<file path="src/rtl/core/csfw_pkg.sv">
// ----------------------------------------------------------------------------
// csfw_pkg
// shared types, codes and defaults for the counting semaphore block
// ----------------------------------------------------------------------------
package csfw_pkg;

    localparam int unsigned MODE_W = 2;
    localparam int unsigned ID_W   = 6;
    localparam int unsigned CNT_W  = 6;
    localparam int unsigned ERR_W  = 2;
    localparam int unsigned CFG_W  = 5;

    // defaults for the top level parameters
    localparam int unsigned WAIT_DEPTH_DEF = 16;
    localparam int unsigned HOLD_SLOTS_DEF = 16;

    // caller numbers at or above this are reserved
    localparam int unsigned MAX_CALLERS = 64;

    // request codes
    localparam logic [MODE_W-1:0] MODE_ACQUIRE = 2'd0;
    localparam logic [MODE_W-1:0] MODE_RELEASE = 2'd1;
    localparam logic [MODE_W-1:0] MODE_QUERY   = 2'd2;

    // error codes
    localparam logic [ERR_W-1:0] ERR_NONE       = 2'd0;
    localparam logic [ERR_W-1:0] ERR_RING_FULL  = 2'd1;
    localparam logic [ERR_W-1:0] ERR_TABLE_FULL = 2'd2;

    // count limits, two's complement
    localparam logic [CNT_W-1:0] COUNT_MAX = 6'b011111;
    localparam logic [CNT_W-1:0] COUNT_MIN = 6'b100000;

    localparam logic [CFG_W-1:0] RESET_COUNT = 5'd1;

    localparam int unsigned IN_TDATA_W  = 8;
    localparam int unsigned OUT_TDATA_W = 24;

    // result word, granted in bit 0
    typedef struct packed {
        logic [CNT_W-1:0] count;
        logic [ERR_W-1:0] error;
        logic             is_holder;
        logic [ID_W-1:0]  woken_id;
        logic             woken_valid;
        logic             queued;
        logic             granted;
    } result_t;

    localparam int unsigned RESULT_W = $bits(result_t);

    typedef struct packed {
        logic capture;   // take the request, register compares and ring read
        logic execute;   // apply the request and load the result
    } dp_cmd_t;

    typedef struct packed {
        logic out_free;  // result register can take a new result
    } dp_status_t;

endpackage

</file>
<file path="src/rtl/core/csfw_ram.sv">
// ----------------------------------------------------------------------------
// csfw_ram
// generic single write port, single read port ram with registered read
// ----------------------------------------------------------------------------
module csfw_ram #(
    parameter int unsigned WIDTH = 8,
    parameter int unsigned DEPTH = 16
) (
    input  logic                     clk,
    input  logic                     wr_en,
    input  logic [$clog2(DEPTH)-1:0] wr_addr,
    input  logic [WIDTH-1:0]         wr_data,
    input  logic                     rd_en,
    input  logic [$clog2(DEPTH)-1:0] rd_addr,
    output logic [WIDTH-1:0]         rd_data
);

    logic [WIDTH-1:0] mem [DEPTH];

    always_ff @(posedge clk)
    begin
        if (wr_en)
        begin
            mem[wr_addr] <= wr_data;
        end
        if (rd_en)
        begin
            rd_data <= mem[rd_addr];
        end
    end

endmodule

</file>
<file path="src/rtl/core/csfw_ctrl.sv">
// ----------------------------------------------------------------------------
// csfw_ctrl
// request sequencer: take one request, then apply it when the result is free
// ----------------------------------------------------------------------------
module csfw_ctrl
    import csfw_pkg::*;
(
    input  logic       clk,
    input  logic       rst_n,
    input  logic       in_valid,
    output logic       in_ready,
    input  dp_status_t status,
    output dp_cmd_t    cmd
);

    localparam logic S_IDLE = 1'b0;
    localparam logic S_EXEC = 1'b1;

    logic state_reg;
    logic state_next;

    always_comb
    begin
        in_ready    = (state_reg == S_IDLE);
        cmd.capture = in_valid && (state_reg == S_IDLE);
        cmd.execute = (state_reg == S_EXEC) && status.out_free;
        state_next  = state_reg;
        case (state_reg)
            S_IDLE:
            begin
                if (cmd.capture)
                begin
                    state_next = S_EXEC;
                end
            end
            S_EXEC:
            begin
                if (cmd.execute)
                begin
                    state_next = S_IDLE;
                end
            end
            default:
            begin
                state_next = S_IDLE;
            end
        endcase
    end

    always_ff @(posedge clk or negedge rst_n)
    begin
        if (!rst_n)
        begin
            state_reg <= S_IDLE;
        end
        else
        begin
            state_reg <= state_next;
        end
    end

endmodule

</file>
<file path="src/rtl/core/csfw_dp.sv">
// ----------------------------------------------------------------------------
// csfw_dp
// semaphore datapath: count, wait ring, holder table and result register
// ----------------------------------------------------------------------------
module csfw_dp
    import csfw_pkg::*;
#(
    parameter int unsigned WAIT_DEPTH = WAIT_DEPTH_DEF,
    parameter int unsigned HOLD_SLOTS = HOLD_SLOTS_DEF
) (
    input  logic              clk,
    input  logic              rst_n,
    input  dp_cmd_t           cmd,
    output dp_status_t        status,
    input  logic [MODE_W-1:0] in_mode,
    input  logic [ID_W-1:0]   in_id,
    input  logic              cfg_wr_en,
    input  logic [CFG_W-1:0]  cfg_wr_data,
    input  logic              out_ready,
    output logic              out_valid,
    output result_t           out_result
);

    localparam int unsigned PTR_W  = $clog2(WAIT_DEPTH);
    localparam int unsigned USED_W = $clog2(WAIT_DEPTH + 1);

    // request registers
    logic [MODE_W-1:0]     mode_reg;
    logic [ID_W-1:0]       id_reg;
    logic                  id_ok_reg;
    logic [HOLD_SLOTS-1:0] hit_vec_reg;
    logic [HOLD_SLOTS-1:0] free_vec_reg;

    // semaphore state
    logic [CNT_W-1:0]  count_reg,  count_next;
    logic [PTR_W-1:0]  head_reg,   head_next;
    logic [PTR_W-1:0]  tail_reg,   tail_next;
    logic [USED_W-1:0] used_reg,   used_next;
    logic [ID_W-1:0]   hold_reg  [HOLD_SLOTS];
    logic [ID_W-1:0]   hold_next [HOLD_SLOTS];

    // result register
    logic    out_valid_reg, out_valid_next;
    result_t out_result_reg;
    result_t res;

    // wait ring
    logic            ring_wr;
    logic [ID_W-1:0] ring_rd_data;

    // table update selects
    logic [HOLD_SLOTS-1:0] hit_oh;
    logic [HOLD_SLOTS-1:0] free_oh;
    logic [HOLD_SLOTS-1:0] free_rel;
    logic [HOLD_SLOTS-1:0] free_rel_oh;
    logic [HOLD_SLOTS-1:0] clr_oh;
    logic [HOLD_SLOTS-1:0] ins_oh;
    logic [ID_W-1:0]       ins_id;
    logic [CNT_W-1:0]      count_inc;
    logic                  count_le0;
    logic                  count_inc_le0;
    logic                  ring_full;

    csfw_ram #(
        .WIDTH (ID_W),
        .DEPTH (WAIT_DEPTH)
    ) u_ring (
        .clk     (clk),
        .wr_en   (ring_wr),
        .wr_addr (tail_reg),
        .wr_data (id_reg),
        .rd_en   (cmd.capture),
        .rd_addr (head_reg),
        .rd_data (ring_rd_data)
    );

    // per slot compares, registered at capture
    always_ff @(posedge clk)
    begin
        if (cmd.capture)
        begin
            mode_reg  <= in_mode;
            id_reg    <= in_id;
            id_ok_reg <= (in_id != '0) && ({1'b0, in_id} < (ID_W + 1)'(MAX_CALLERS));
            for (int i = 0; i < HOLD_SLOTS; i++)
            begin
                hit_vec_reg[i]  <= (hold_reg[i] == in_id);
                free_vec_reg[i] <= (hold_reg[i] == '0);
            end
        end
    end

    always_comb
    begin
        // lowest set bit picks the first matching or free slot
        hit_oh      = hit_vec_reg & (~hit_vec_reg + HOLD_SLOTS'(1));
        free_oh     = free_vec_reg & (~free_vec_reg + HOLD_SLOTS'(1));
        free_rel    = free_vec_reg | hit_oh;
        free_rel_oh = free_rel & (~free_rel + HOLD_SLOTS'(1));

        count_le0     = count_reg[CNT_W-1] || (count_reg == '0);
        count_inc     = (count_reg == COUNT_MAX) ? count_reg : count_reg + CNT_W'(1);
        count_inc_le0 = count_inc[CNT_W-1] || (count_inc == '0);
        ring_full     = (used_reg == USED_W'(WAIT_DEPTH));

        res         = '0;
        count_next  = count_reg;
        head_next   = head_reg;
        tail_next   = tail_reg;
        used_next   = used_reg;
        clr_oh      = '0;
        ins_oh      = '0;
        ins_id      = id_reg;
        ring_wr     = 1'b0;

        if (id_ok_reg)
        begin
            case (mode_reg)
                MODE_ACQUIRE:
                begin
                    if (count_le0)
                    begin
                        if (ring_full || (count_reg == COUNT_MIN))
                        begin
                            res.error = ERR_RING_FULL;
                        end
                        else
                        begin
                            count_next = count_reg - CNT_W'(1);
                            ring_wr    = cmd.execute;
                            tail_next  = (tail_reg == PTR_W'(WAIT_DEPTH - 1)) ? '0
                                                                              : tail_reg + PTR_W'(1);
                            used_next  = used_reg + USED_W'(1);
                            res.queued = 1'b1;
                        end
                    end
                    else
                    begin
                        count_next  = count_reg - CNT_W'(1);
                        res.granted = 1'b1;
                        ins_oh      = free_oh;
                        if (free_vec_reg == '0)
                        begin
                            res.error = ERR_TABLE_FULL;
                        end
                    end
                end
                MODE_RELEASE:
                begin
                    count_next = count_inc;
                    clr_oh     = hit_oh;
                    if (count_inc_le0 && (used_reg != '0))
                    begin
                        head_next       = (head_reg == PTR_W'(WAIT_DEPTH - 1)) ? '0
                                                                               : head_reg + PTR_W'(1);
                        used_next       = used_reg - USED_W'(1);
                        res.woken_valid = 1'b1;
                        res.woken_id    = ring_rd_data;
                        ins_id          = ring_rd_data;
                        ins_oh          = free_rel_oh;
                        if (free_rel == '0)
                        begin
                            res.error = ERR_TABLE_FULL;
                        end
                    end
                end
                MODE_QUERY:
                begin
                    res.is_holder = |hit_vec_reg;
                end
                default:
                begin
                    res.is_holder = 1'b0;
                end
            endcase
        end
        res.count = count_next;

        // releasing slot is cleared before the woken caller is written
        for (int i = 0; i < HOLD_SLOTS; i++)
        begin
            hold_next[i] = hold_reg[i];
            if (clr_oh[i])
            begin
                hold_next[i] = '0;
            end
            if (ins_oh[i])
            begin
                hold_next[i] = ins_id;
            end
        end

        out_valid_next = out_valid_reg;
        if (cmd.execute)
        begin
            out_valid_next = 1'b1;
        end
        else if (out_ready)
        begin
            out_valid_next = 1'b0;
        end
    end

    always_ff @(posedge clk or negedge rst_n)
    begin
        if (!rst_n)
        begin
            count_reg     <= {1'b0, RESET_COUNT};
            head_reg      <= '0;
            tail_reg      <= '0;
            used_reg      <= '0;
            out_valid_reg <= 1'b0;
            for (int i = 0; i < HOLD_SLOTS; i++)
            begin
                hold_reg[i] <= '0;
            end
        end
        else
        begin
            out_valid_reg <= out_valid_next;
            if (cfg_wr_en)
            begin
                // re-initialize the whole semaphore
                count_reg <= {1'b0, cfg_wr_data};
                head_reg  <= '0;
                tail_reg  <= '0;
                used_reg  <= '0;
                for (int i = 0; i < HOLD_SLOTS; i++)
                begin
                    hold_reg[i] <= '0;
                end
            end
            else if (cmd.execute)
            begin
                count_reg <= count_next;
                head_reg  <= head_next;
                tail_reg  <= tail_next;
                used_reg  <= used_next;
                for (int i = 0; i < HOLD_SLOTS; i++)
                begin
                    hold_reg[i] <= hold_next[i];
                end
            end
        end
    end

    always_ff @(posedge clk)
    begin
        if (cmd.execute)
        begin
            out_result_reg <= res;
        end
    end

    assign status.out_free = !out_valid_reg || out_ready;
    assign out_valid       = out_valid_reg;
    assign out_result      = out_result_reg;

endmodule

</file>
<file path="src/rtl/core/counting_semaphore_fifo_waiters_unit.sv">
// ----------------------------------------------------------------------------
// counting_semaphore_fifo_waiters_unit
// counting semaphore with a fifo ring of waiters and a table of holders
// ----------------------------------------------------------------------------
// usage
//   s_axis carries one request per transfer: tuser is the mode (acquire,
//   release, query), tdata the caller number. every request gives exactly
//   one result transfer on m_axis with the outcome and the new count.
//   cfg_wr_en / cfg_wr_data load a new initial count and empty the ring
//   and the holder table; write it only while no request is in flight.
// sequence
//   the accept cycle registers the per-slot holder compares and the ring
//   read at the head pointer; the apply cycle picks the first matching /
//   free slot, updates the state and loads the result register, waiting
//   while the result register is held. the next request is taken only
//   after the apply, so one request is in flight at a time.
// reset
//   count 1, ring and holder table empty at once, no clearing pass.
// backpressure
//   a held result does not block taking the next request; that request
//   waits in its apply cycle until the result register is free.
// ----------------------------------------------------------------------------
module counting_semaphore_fifo_waiters_unit
    import csfw_pkg::*;
#(
    parameter int unsigned WAIT_DEPTH = WAIT_DEPTH_DEF,
    parameter int unsigned HOLD_SLOTS = HOLD_SLOTS_DEF
) (
    input  logic                   clk,
    input  logic                   rst_n,
    // request channel
    input  logic                   s_axis_tvalid,
    output logic                   s_axis_tready,
    input  logic [IN_TDATA_W-1:0]  s_axis_tdata,   // [5:0] caller_id, [7:6] zero
    input  logic [MODE_W-1:0]      s_axis_tuser,   // [1:0] mode
    // result channel
    output logic                   m_axis_tvalid,
    input  logic                   m_axis_tready,
    output logic [OUT_TDATA_W-1:0] m_axis_tdata,   // [0] granted, [1] queued,
                                                   // [2] woken_valid, [8:3] woken_id,
                                                   // [9] is_holder, [11:10] error,
                                                   // [17:12] count, [23:18] zero
    // configuration
    input  logic                   cfg_wr_en,
    input  logic [CFG_W-1:0]       cfg_wr_data     // initial_count
);

    dp_cmd_t    cmd;
    dp_status_t status;
    result_t    result;

    // sequencer: idle / apply
    csfw_ctrl u_ctrl (
        .clk      (clk),
        .rst_n    (rst_n),
        .in_valid (s_axis_tvalid),
        .in_ready (s_axis_tready),
        .status   (status),
        .cmd      (cmd)
    );

    // count, ring, holder table and result register
    csfw_dp #(
        .WAIT_DEPTH (WAIT_DEPTH),
        .HOLD_SLOTS (HOLD_SLOTS)
    ) u_dp (
        .clk         (clk),
        .rst_n       (rst_n),
        .cmd         (cmd),
        .status      (status),
        .in_mode     (s_axis_tuser),
        .in_id       (s_axis_tdata[ID_W-1:0]),
        .cfg_wr_en   (cfg_wr_en),
        .cfg_wr_data (cfg_wr_data),
        .out_ready   (m_axis_tready),
        .out_valid   (m_axis_tvalid),
        .out_result  (result)
    );

    // result word padded to whole bytes
    assign m_axis_tdata = {(OUT_TDATA_W - RESULT_W)'(0), result};

endmodule

</file>
<file path="config.mk">
export PLATFORM = sky130hd
export DESIGN_NAME = counting_semaphore_fifo_waiters_unit
export DESIGN_NICKNAME = d
export VERILOG_FILES = /design/src/rtl/core/csfw_pkg.sv /design/src/rtl/core/csfw_ram.sv /design/src/rtl/core/csfw_ctrl.sv /design/src/rtl/core/csfw_dp.sv /design/src/rtl/core/counting_semaphore_fifo_waiters_unit.sv
export SDC_FILE = /design/constraint.sdc
export NUM_CORES = 1
export LEC_CHECK = 0
export ABC_AREA = 0
export BUFFER_PORTS_ARGS = -buffer_cell sky130_fd_sc_hd__buf_2
export CORE_UTILIZATION = 40
export DETAILED_ROUTE_END_ITERATION = 8
export PLACE_DENSITY_LB_ADDON = 0.05
export SLEW_MARGIN = 20
export SYNTH_ARGS = -nofsm -noshare
export SYNTH_HDL_FRONTEND = slang
export SYNTH_SLANG_ARGS = --single-unit
</file>
<file path="constraint.sdc">
create_clock -name clk -period 6.4 [get_ports clk]
set_clock_uncertainty 0.05 [all_clocks]
set_input_delay 0.64 -clock clk [delete_from_list [all_inputs] [get_ports clk]]
set_output_delay 0.64 -clock clk [all_outputs]
set_load 0.005 [all_outputs]
</file>
==> results of run 1 <==
## cell families after synthesis
kind of cell             Yosys count  share of synthesized area [%]
AO/OA/AOI/OAI                    241                           12.9
XOR/XNOR                         105                           6.64
adder cells (fa/ha/maj)           12                           1.14
buffers and inverters            101                           3.20
flip-flops                       278                           56.0
multiplexers                      59                           5.86
other                              1                         0.0271
AND/OR/NAND/NOR                  358                           14.2
## cell usage after synthesis (all sizes together) (7+ instances only)
cell / count
edfxtp: 161
dfrtp: 116
nand2: 99
xnor2: 69
nor3: 61
o21ai: 59
nor2: 58
clkbuf: 38
inv: 36
mux2i: 36
xor2: 36
a21oi: 24
buf: 24
nand4: 23
o2bb2ai: 23
or4: 21
o22ai: 20
nor4: 18
and3: 15
a22o: 14
a32o: 13
mux4: 12
a31oi: 11
and2: 11
ha: 11
mux2: 11
nand3: 11
o31ai: 9
a211o: 8
nand2b: 8
a21o: 7
a221oi: 7
a22oi: 7
## stage by stage
stage | power (mW) | std cells | hold WS (ns)
global placement | 2.40 | 1599 | 0.454
global route | 4.42 | 1659 | 0.163
detailed placement | 2.40 | 1599 | 0.464
floorplan | 2.25 | 1160 | 0.294
CTS | 4.33 | 1659 | 0.141
finish | 4.29 | 1659 | 0.114
## placed cells by master (no fill, tap or decap), types with 8 or more instances in the layout
cell type	n
a211o_1	8
mux2i_1	30
nand2_1	99
nor2_1	54
a32o_1	13
o21ai_1	28
nand2b_1	8
or4_1	20
and2_1	11
buf_4	17
o2bb2ai_1	23
xnor2_1	69
nand3_1	9
mux4_2	12
nand4_1	23
buf_2	36
dfrtp_1	115
a21oi_1	24
and3_1	15
inv_1	36
o22ai_1	20
ha_1	11
nor4_1	15
xor2_1	36
o21ai_0	29
edfxtp_1	161
mux2_2	11
nor3_1	56
clkbuf_1	10
a31oi_1	11
a22o_1	14
clkbuf_16	35
## area by class of cell
type,count,area [sq um]
repair buffers,53,308
clock buffers,46,927
flip-flops and latches,278,7760
multi-input cells,781,5690
clock inverters,14,174
fillers,3058,18200
inverters,39,146
well taps,448,561
## routing by layer
| metal | routed length (microns) | vias to the layer above |
|---|---|---|
| li1 | - | 4439 |
| met1 | 18600 | 4834 |
| met2 | 17400 | 387 |
| met3 | 3050 | 52 |
| met4 | 721 | 0 |
| met5 | 0 | - |
## power by group
part | internal, mW | leakage (nW) | switching, mW
Clock | 1.18 | 0.538 | 0.738
Combinational | 0.106 | 2.17 | 0.246
Sequential | 1.96 | 3.05 | 0.0628
Total | 3.24 | 5.77 | 1.05
## worst min-delay path by stage
stage / to / cells after the start / startpoint / slack [ns]
global route: u_dp.used_reg[2] / 1 / rst_n / 0.16
detailed placement: u_dp.hold_reg[82] / 1 / u_dp.hold_reg[82] / 0.46
global placement: u_dp.out_valid / 2 / u_dp.out_valid / 0.45
floorplan: u_ctrl.state_reg / 0 / rst_n / 0.29
CTS: u_dp.used_reg[2] / 1 / rst_n / 0.14
finish: u_dp.head_reg[0] / 1 / rst_n / 0.11
## critical path, cell delays in order, from the launching register on
cell and delay [ns]:
dfstp_2 0.61, inv_1 0.08, ha_1 0.35, or4b_4 0.51
nor3_1 0.42, or4b_4 0.28, nand3_2 0.44, mux2i_2 0.33
buf_4 0.24, nor2_1 0.35, a32o_1 0.24
==> results.py, run 1 <==
metrics = {
    "global_route": {
        "use_met2_pct": 34.4,
        "antenna_found_initial": 0,
        "grt_use_met3_pct": 3.87,
        "grt_usage_pct": 22.8,
        "grt_first_pass_wirelength_mm": 60.6,
        "grt_pass1_vias": 9576,
        "use_met1_pct": 34.1,
        "busiest_layer": "met2",
        "gr-total-overflow": 0,
        "grt_max_degree": 70,
    },
    "floorplanning": {
        "row_count": 67,
        "chipHeight_microns": 188,
        "core-area_sq_um": 33800,
        "ios": 46,
        "die_w_microns": 188,
        "start_util_pct": 41.0,
        "die-area_sq_um": 35400,
    },
    "run_status": {
        "status": "completed",
    },
    "min_path": {
        "min_path_type": "in -> async",
    },
    "sta": {
        "fin_setup_tns_ns": 0,
        "fmax_mhz": 252,
        "max_slew_margin_pct": 32.8,
        "timing.final.ws_setup_ns": 2.42,
        "worst_slew_pin_slew_ns": 1.00,
        "drv_slew": 0,
        "hold_viol_final": 0,
        "setup_viol": 0,
        "grt_setup_unrepaired": "false",
        "finalCriticalPeriod_ns": 3.98,
        "finalCritPeriodShare_pct": 62.1,
    },
    "yosys": {
        "syn_avg_cell_area_sq_um": 12.0,
        "synth-async-reset-ratio_pct": 42.1,
        "ys_ff_latch": 278,
        "synthDistinctLibCells": 89,
        "syn_inst": 1155,
        "synthesis.area_sq_um": 13900,
        "synthTopCellsByArea": "edfxtp_1, dfrtp_1, xnor2_1",
        "yosysTopAreaCellShare_pct": 34.9,
        "synthFlopType": "edfxtp_1",
        "yosysSeqAreaShare_pct": 56.0,
        "synth-edff-count": 161,
        "yosys.area.top_type": "edfxtp_1",
        "ys_warn_count": 0,
    },
    "layout": {
        "layout-drive-gt1-share_pct": 14.1,
        "fin_area_sq_um": 15600,
        "nNetsFinal": 1219,
        "antenna_cells": 0,
        "postLayoutCoreUtil_pct": 46.1,
        "area_delta_synth_final_pct": 12.3,
    },
    "detailed_routing": {
        "drc": 0,
        "drt-initial-drc-count": 940,
        "first_pass_iters": 5,
        "vias": 9712,
        "via_per_inst": 5.85,
        "ant_nets": 0,
        "wl_per_cell_microns": 24.0,
        "routed_wl_mm": 39.8,
    },
    "placement": {
        "post-place-ws_ns": 2.44,
        "portBuffers": 37,
        "dpl_cell_area_sq_um": 14500,
        "hpwlAfterDp_mm": 25.9,
        "gp_congestion": 0.880,
    },
    "cts": {
        "clkTransAtPathRegs_ns": 0.06,
        "ctsResizeCount": 0,
        "cts_buffers": 34,
        "htree_levels": 2,
        "cts_tree": "yes",
        "cts_buffer_depth": 3,
        "clock_latency_ns": 0.51,
        "post_cts_buffers": 0,
        "ctsHoldBuffers": 0,
        "clock_sinks": 278,
        "cts_root_buf": "clkbuf_16",
    },
    "critical_path": {
        "r2r_slack_ns": 2.42,
        "arrival_ns": 4.36,
        "reg2reg_from": "u_dp.count_reg[0]",
        "cp.required_ns": 6.79,
        "r2r_cells": 10,
        "cp-end-kind": "flop",
        "critical_path_class": "reg -> reg",
        "worstSetupStartpoint": "u_dp.count_reg[0]",
        "crit_path_start_kind": "flop",
        "r2r-end": "u_dp.hold_reg[11]",
        "critPathCapture": "u_dp.hold_reg[11]",
        "crit_fanout": 12,
    },
    "pwr": {
        "p_leak_nw": 5.77,
        "power_density_nw_per_um2": 275,
        "ir_drop_uv": 162,
    },
    "flow_run": {
        "drv_cap": 0,
    },
}
No activity file was read; power rests on OpenSTA's default activity.
==> inputs of run 2 (changes only) <==
- clock period: 6.4 -> 3.3 ns (I/O delays scaled with it)
==> run 2 against run 1 <==
  * Via count up 2.9%
  * Combinational power up 130%
  * Final area up 4.5%
  * Register-to-register slack worse by 2.3 ns
  * Critical path depth unchanged
  * Final cell count up 4.5%
  * Non-clock buffer count up 75
  * Count of clock-buffer cells in the layout down 3
  * Total power up 95%
  * Setup slack worse by 2.3 ns
  * Sequential power up 92%
  * First-iteration DRC count down 12%
  * Critical path type unchanged
  * Largest cell class unchanged
  * Largest power group unchanged
  * Highest routed layer unchanged
==> results.py, run 2 (synthesis results as in run 1) <==
metrics = {
    "cts": {
        "clock_latency_ns": 0.51,
        "cts_tree": "yes",
        "cts_buffer_depth": 3,
        "cts_root_buf": "clkbuf_16",
        "clock_sinks": 278,
        "htree_levels": 2,
        "cts_buffers": 34,
        "clkTransAtPathRegs_ns": 0.06,
    },
    "detailed_routing": {
        "first_pass_iters": 5,
        "via_per_inst": 5.76,
        "wl_per_cell_microns": 23.4,
        "drt-initial-drc-count": 823,
        "ant_nets": 0,
        "routed_wl_mm": 40.6,
        "drc": 0,
        "vias": 9993,
    },
    "critical_path": {
        "crit_fanout": 6,
        "crit_path_frequent_cell": "or4b_4",
        "cp-end-kind": "flop",
        "crit_path_start_kind": "flop",
        "max_stage_delay_ns": 0.53,
        "path_cells": "inv_1 > ha_1 > or4b_4 > o32ai_4 > or4b_4 > buf_4 > nand3_1 > a2bb2oi_1 > or4_4 > o21ai_1",
        "arrival_ns": 3.53,
        "critical_path_class": "reg -> reg",
        "cpMaxStageDelayCell": "dfstp_2",
        "critical_path_buf_inv_count": 2,
        "cp_top_family": "simple AND/OR/NAND/NOR gates",
        "cp.required_ns": 3.68,
    },
    "sta": {
        "fin_setup_tns_ns": 0,
        "drv_slew": 0,
        "holdWs_ns": 0.0453,
        "finalCritPeriodShare_pct": 95.6,
        "max_slew_margin_pct": 39.0,
        "grt_setup_unrepaired": "true",
        "worst_slew_pin_slew_ns": 0.914,
        "hold_viol_final": 0,
        "fmax_mhz": 317,
        "finalCriticalPeriod_ns": 3.16,
        "setup_viol": 0,
    },
    "pwr": {
        "power_density_nw_per_um2": 514,
        "p_int_mw": 6.27,
        "swShare_pct": 25.0,
        "power_frac_clock_pct": 43.9,
        "ir_drop_uv": 366,
        "switching_power_mw": 2.09,
        "p_seq_share_pct": 46.4,
        "p_comb_share_pct": 9.7,
        "p_leak_nw": 6.17,
    },
    "floorplanning": {
        "row_count": 67,
        "ios": 46,
        "core-area_sq_um": 33800,
        "chipHeight_microns": 188,
        "die-area_sq_um": 35400,
        "start_util_pct": 41.0,
        "die_w_microns": 188,
    },
    "placement": {
        "gp_congestion": 0.885,
        "hpwlAfterDp_mm": 27.3,
        "portBuffers": 37,
    },
    "global_route": {
        "grt_max_degree": 98,
        "grt_first_pass_wirelength_mm": 61.7,
        "gr-total-overflow": 0,
        "antenna_found_initial": 0,
        "grt_usage_pct": 23.2,
        "grt_pass1_vias": 9859,
    },
    "layout": {
        "layout-drive-gt1-share_pct": 19.5,
        "area_delta_synth_final_pct": 17.4,
        "nNetsFinal": 1294,
        "final_common_cell": "edfxtp_1",
        "final_cell_mix": "edfxtp_1, dfrtp_1, nand2_1, buf_4, xnor2_1",
        "antenna_cells": 0,
    },
    "run_status": {
        "status": "completed",
    },
    "flow_run": {
        "drv_cap": 0,
    },
    "min_path": {
        "min_path_type": "in -> reg",
    },
}
## run 2: cell types whose count changed in the layout (fill, tap and decap cells not counted), sizes merged
cell         delta
buf            +70
bufinv          -2
clkbuf          -3
clkinv          +3
clkinvlp        +2
dlygate4sd3     +5
## run 2: power by group through the flow
stage | clock [mW] | combinational (mW) | sequential [mW]
after floorplan | 0 | 0.435 | 3.92
after global placement | 0 | 0.798 | 3.95
after CTS | 3.75 | 0.807 | 3.88
final | 3.67 | 0.813 | 3.88
after detailed placement | 0 | 0.799 | 3.95
after global routing | 3.88 | 0.876 | 3.89
## run 2: layer usage
metal	global-route usage, %	vias up	share of wire, %
met1	35.4	5034	48
met4	5.88	0	1.9
met5	0	-	0
met3	2.66	55	5.7
met2	34.9	319	44
li1	-	4585	-
## run 2: path summary, 6_finish.rpt
kind / from / to / slack (ns) / cells past startpoint
max: u_dp.count_reg[0] / u_dp.hold_reg[43] / 0.14 / 10
min: cfg_wr_data[3] / u_dp.count_reg[3] / 0.05 / 2
max reg2reg: u_dp.count_reg[0] / u_dp.hold_reg[43] / 0.14 / 10
min reg2reg: u_dp.hold_reg[2] / u_dp.hold_reg[2] / 0.47 / 1
max in group asynchronous: rst_n / u_dp.hold_reg[30] / 2.09 / 3
min in group asynchronous: rst_n / u_dp.head_reg[3] / 0.21 / 2
## run 2: layout make-up
cell class | instances | area (sq um)
Sequential cell | 278 | 7760
Clock buffer | 43 | 947
Fill cell | 3057 | 17500
Clock inverter | 17 | 156
Multi-Input combinational cell | 781 | 5730
Inverter | 39 | 146
Tap cell | 448 | 561
Timing Repair Buffer | 128 | 958
## run 2: metrics by stage
stage	util [%]	setup WS (ns)	std cells	area, sq um	total power, mW
after floorplan	-	0.147	1160	13900	4.35
after global placement	44.5	0.0601	1665	15000	4.75
after detailed placement	44.5	0.0414	1665	15000	4.75
after CTS	47.9	0.0300	1730	16200	8.44
after global routing	48.2	0.00216	1734	16300	8.65
final	48.2	0.145	1734	16300	8.37
## run 2: worst register-to-register path, stage by stage (launching register included)
cell       delay [ns]
dfstp_2          0.53
inv_1            0.05
ha_1             0.30
or4b_4           0.51
o32ai_4          0.28
or4b_4           0.24
buf_4            0.12
nand3_1          0.17
a2bb2oi_1        0.20
or4_4            0.48
o21ai_1          0.15
## run 2: timing repair
action                                 in CTS  in global routing
endpoints found under the hold margin      24                  0
gates resized for setup                     0                  8
buffers inserted                            0                  4
setup endpoints to repair                   0                 71
hold buffers                                5                  0
==> inputs of run 3 (changes only) <==
- BUFFER_PORTS_ARGS: -buffer_cell sky130_fd_sc_hd__buf_2 -> -buffer_cell sky130_fd_sc_hd__buf_4
- CORE_UTILIZATION: 40 -> 35
- clock period: 3.3 -> 3.9 ns (I/O delays scaled with it)
==> run 3 against run 2 <==
  * Wire length up 4.1%
  * Final cell count is 2.2% higher
  * Sequential share of layout area up 0.62 points
  * Count of clock-buffer cells in the layout grew 3
  * Maximum frequency is 10% lower
  * Sequential power decreased by 14%
  * Critical endpoint is now u_dp.hold_reg[75]
  * Die area up 14%
  * Via count decreased by 3.5%
  * Clock power decreased by 17%
==> results.py, run 3 (synthesis results as in run 1) <==
metrics = {
    "critical_path": {
        "crit_path_start_kind": "flop",
        "cpMaxStageDelayCell": "dfstp_2",
        "cp-end-kind": "flop",
        "cp.required_ns": 4.25,
        "crit_fanout": 8,
        "max_stage_delay_ns": 0.61,
        "critical_path_class": "reg -> reg",
        "crit_path_frequent_cell": "or4b_4",
        "arrival_ns": 3.85,
        "path_cells": "inv_1 > ha_1 > or4b_4 > o32ai_2 > or4b_4 > nand3_2 > buf_4 > mux2_2 > nand2_1 > o21ai_1",
    },
    "sta": {
        "fmax_mhz": 285,
        "timing.final.ws_setup_ns": 0.396,
        "holdWs_ns": 0.0412,
        "fin_setup_tns_ns": 0,
        "finalCriticalPeriod_ns": 3.50,
        "hold_viol_final": 0,
        "drv_slew": 0,
        "grt_setup_unrepaired": "false",
        "max_slew_margin_pct": 33.8,
        "worst_slew_pin_slew_ns": 0.988,
        "finalCritPeriodShare_pct": 89.9,
        "setup_viol": 0,
    },
    "detailed_routing": {
        "drc": 0,
        "drt-initial-drc-count": 751,
        "vias": 9646,
        "via_per_inst": 5.44,
        "ant_nets": 0,
        "wl_per_cell_microns": 23.9,
        "routed_wl_mm": 42.3,
        "first_pass_iters": 4,
    },
    "global_route": {
        "grt_max_degree": 55,
        "grt_pass1_vias": 9558,
        "gr-total-overflow": 0,
        "grt_first_pass_wirelength_mm": 64.0,
        "antenna_found_initial": 0,
        "grt_usage_pct": 21.3,
    },
    "layout": {
        "fill_cells": 3703,
        "final_cell_mix": "edfxtp_1, dfrtp_1, nand2_1, buf_4, xnor2_1",
        "layout-drive-gt1-share_pct": 17.1,
        "nNetsFinal": 1260,
        "fin_area_sq_um": 16100,
        "final_common_cell": "edfxtp_1",
        "area_delta_synth_final_pct": 15.9,
    },
    "pwr": {
        "p_leak_nw": 6.00,
        "ir_drop_uv": 246,
        "power_density_nw_per_um2": 435,
        "power.total_mw": 6.98,
    },
    "cts": {
        "cts_root_buf": "clkbuf_16",
        "cts_buffers": 34,
        "cts_tree": "yes",
        "clkTransAtPathRegs_ns": 0.06,
        "post_cts_buffers": 0,
        "clock_latency_ns": 0.54,
        "clock_sinks": 278,
        "cts_buffer_depth": 3,
        "htree_levels": 2,
    },
    "placement": {
        "hpwlAfterDp_mm": 28.3,
        "dpl_cell_area_sq_um": 14900,
        "gp_congestion": 0.862,
        "post-place-ws_ns": 0.445,
        "portBuffers": 37,
    },
    "floorplanning": {
        "die-area_sq_um": 40400,
        "row_count": 72,
        "start_util_pct": 35.7,
        "die_w_microns": 201,
        "ios": 46,
        "chipHeight_microns": 201,
        "core-area_sq_um": 38800,
    },
    "min_path": {
        "min_path_type": "in -> reg",
    },
    "run_status": {
        "status": "completed",
    },
    "flow_run": {
        "drv_cap": 0,
    },
}
## run 3: per-stage QoR
| stage | utilization (%) | cells |
|---|---|---|
| after global placement | 38.5 | 1706 |
| final | 41.4 | 1773 |
| after global routing | 41.4 | 1772 |
| after CTS | 41.4 | 1772 |
| after detailed placement | 38.5 | 1706 |
| after floorplan | - | 1160 |
## run 3: critical path: cells and delay by family, from the launching register on
family | cells | cell delay [ns]
compound gates | 2 | 0.46
buf+inv | 2 | 0.32
flops | 1 | 0.61
simple gates | 4 | 1.19
fa+ha+maj | 1 | 0.34
mux | 1 | 0.40
## run 3: per-layer routing
| layer | vias to the layer above | track usage, % | part of all wire (%) |
|---|---|---|---|
| met3 | 57 | 3.54 | 4.9 |
| met1 | 4813 | 31.4 | 49 |
| met5 | - | 0 | 0 |
| met4 | 0 | 7.50 | 2.7 |
| li1 | 4513 | - | - |
| met2 | 263 | 31.5 | 43 |
## run 3: worst paths after layout
kind | startpoint | endpoint | depth (start not counted) | slack, ns
setup / recovery | u_dp.count_reg[0] | u_dp.hold_reg[75] | 10 | 0.40
min in group asynchronous | rst_n | u_dp.head_reg[0] | 2 | 0.40
hold / removal | cfg_wr_data[0] | u_dp.count_reg[0] | 3 | 0.04
max in group asynchronous | rst_n | u_dp.hold_reg[55] | 3 | 2.54
hold reg to reg | u_dp.hold_reg[58] | u_dp.hold_reg[58] | 2 | 0.47
setup reg to reg | u_dp.count_reg[0] | u_dp.hold_reg[75] | 10 | 0.40
## run 3: area by class of cell
cell class,count,area [sq um],area share [%]
Antenna cell,1,2.50,0.0156
Clock buffer,46,967,6.02
Clock inverter,16,105,0.654
Inverter,39,146,0.911
Multi-Input combinational cell,781,5690,35.4
Sequential cell,278,7760,48.3
Tap cell,518,648,4.04
Timing Repair Buffer,94,741,4.61
## run 3: power by group
group          leakage [nW]  total, mW  switching, mW  internal (mW)
Sequential             3.05       3.32          0.108           3.21
Clock                 0.533       3.03           1.27           1.76
Combinational          2.41      0.632          0.415          0.217
Total                  6.00       6.98           1.80           5.18
## run 3: what timing repair did
item	CTS	global route
hold endpoints to repair	55	0
endpoints found under the setup margin	0	0
gates resized for setup	0	0
hold buffers	4	0
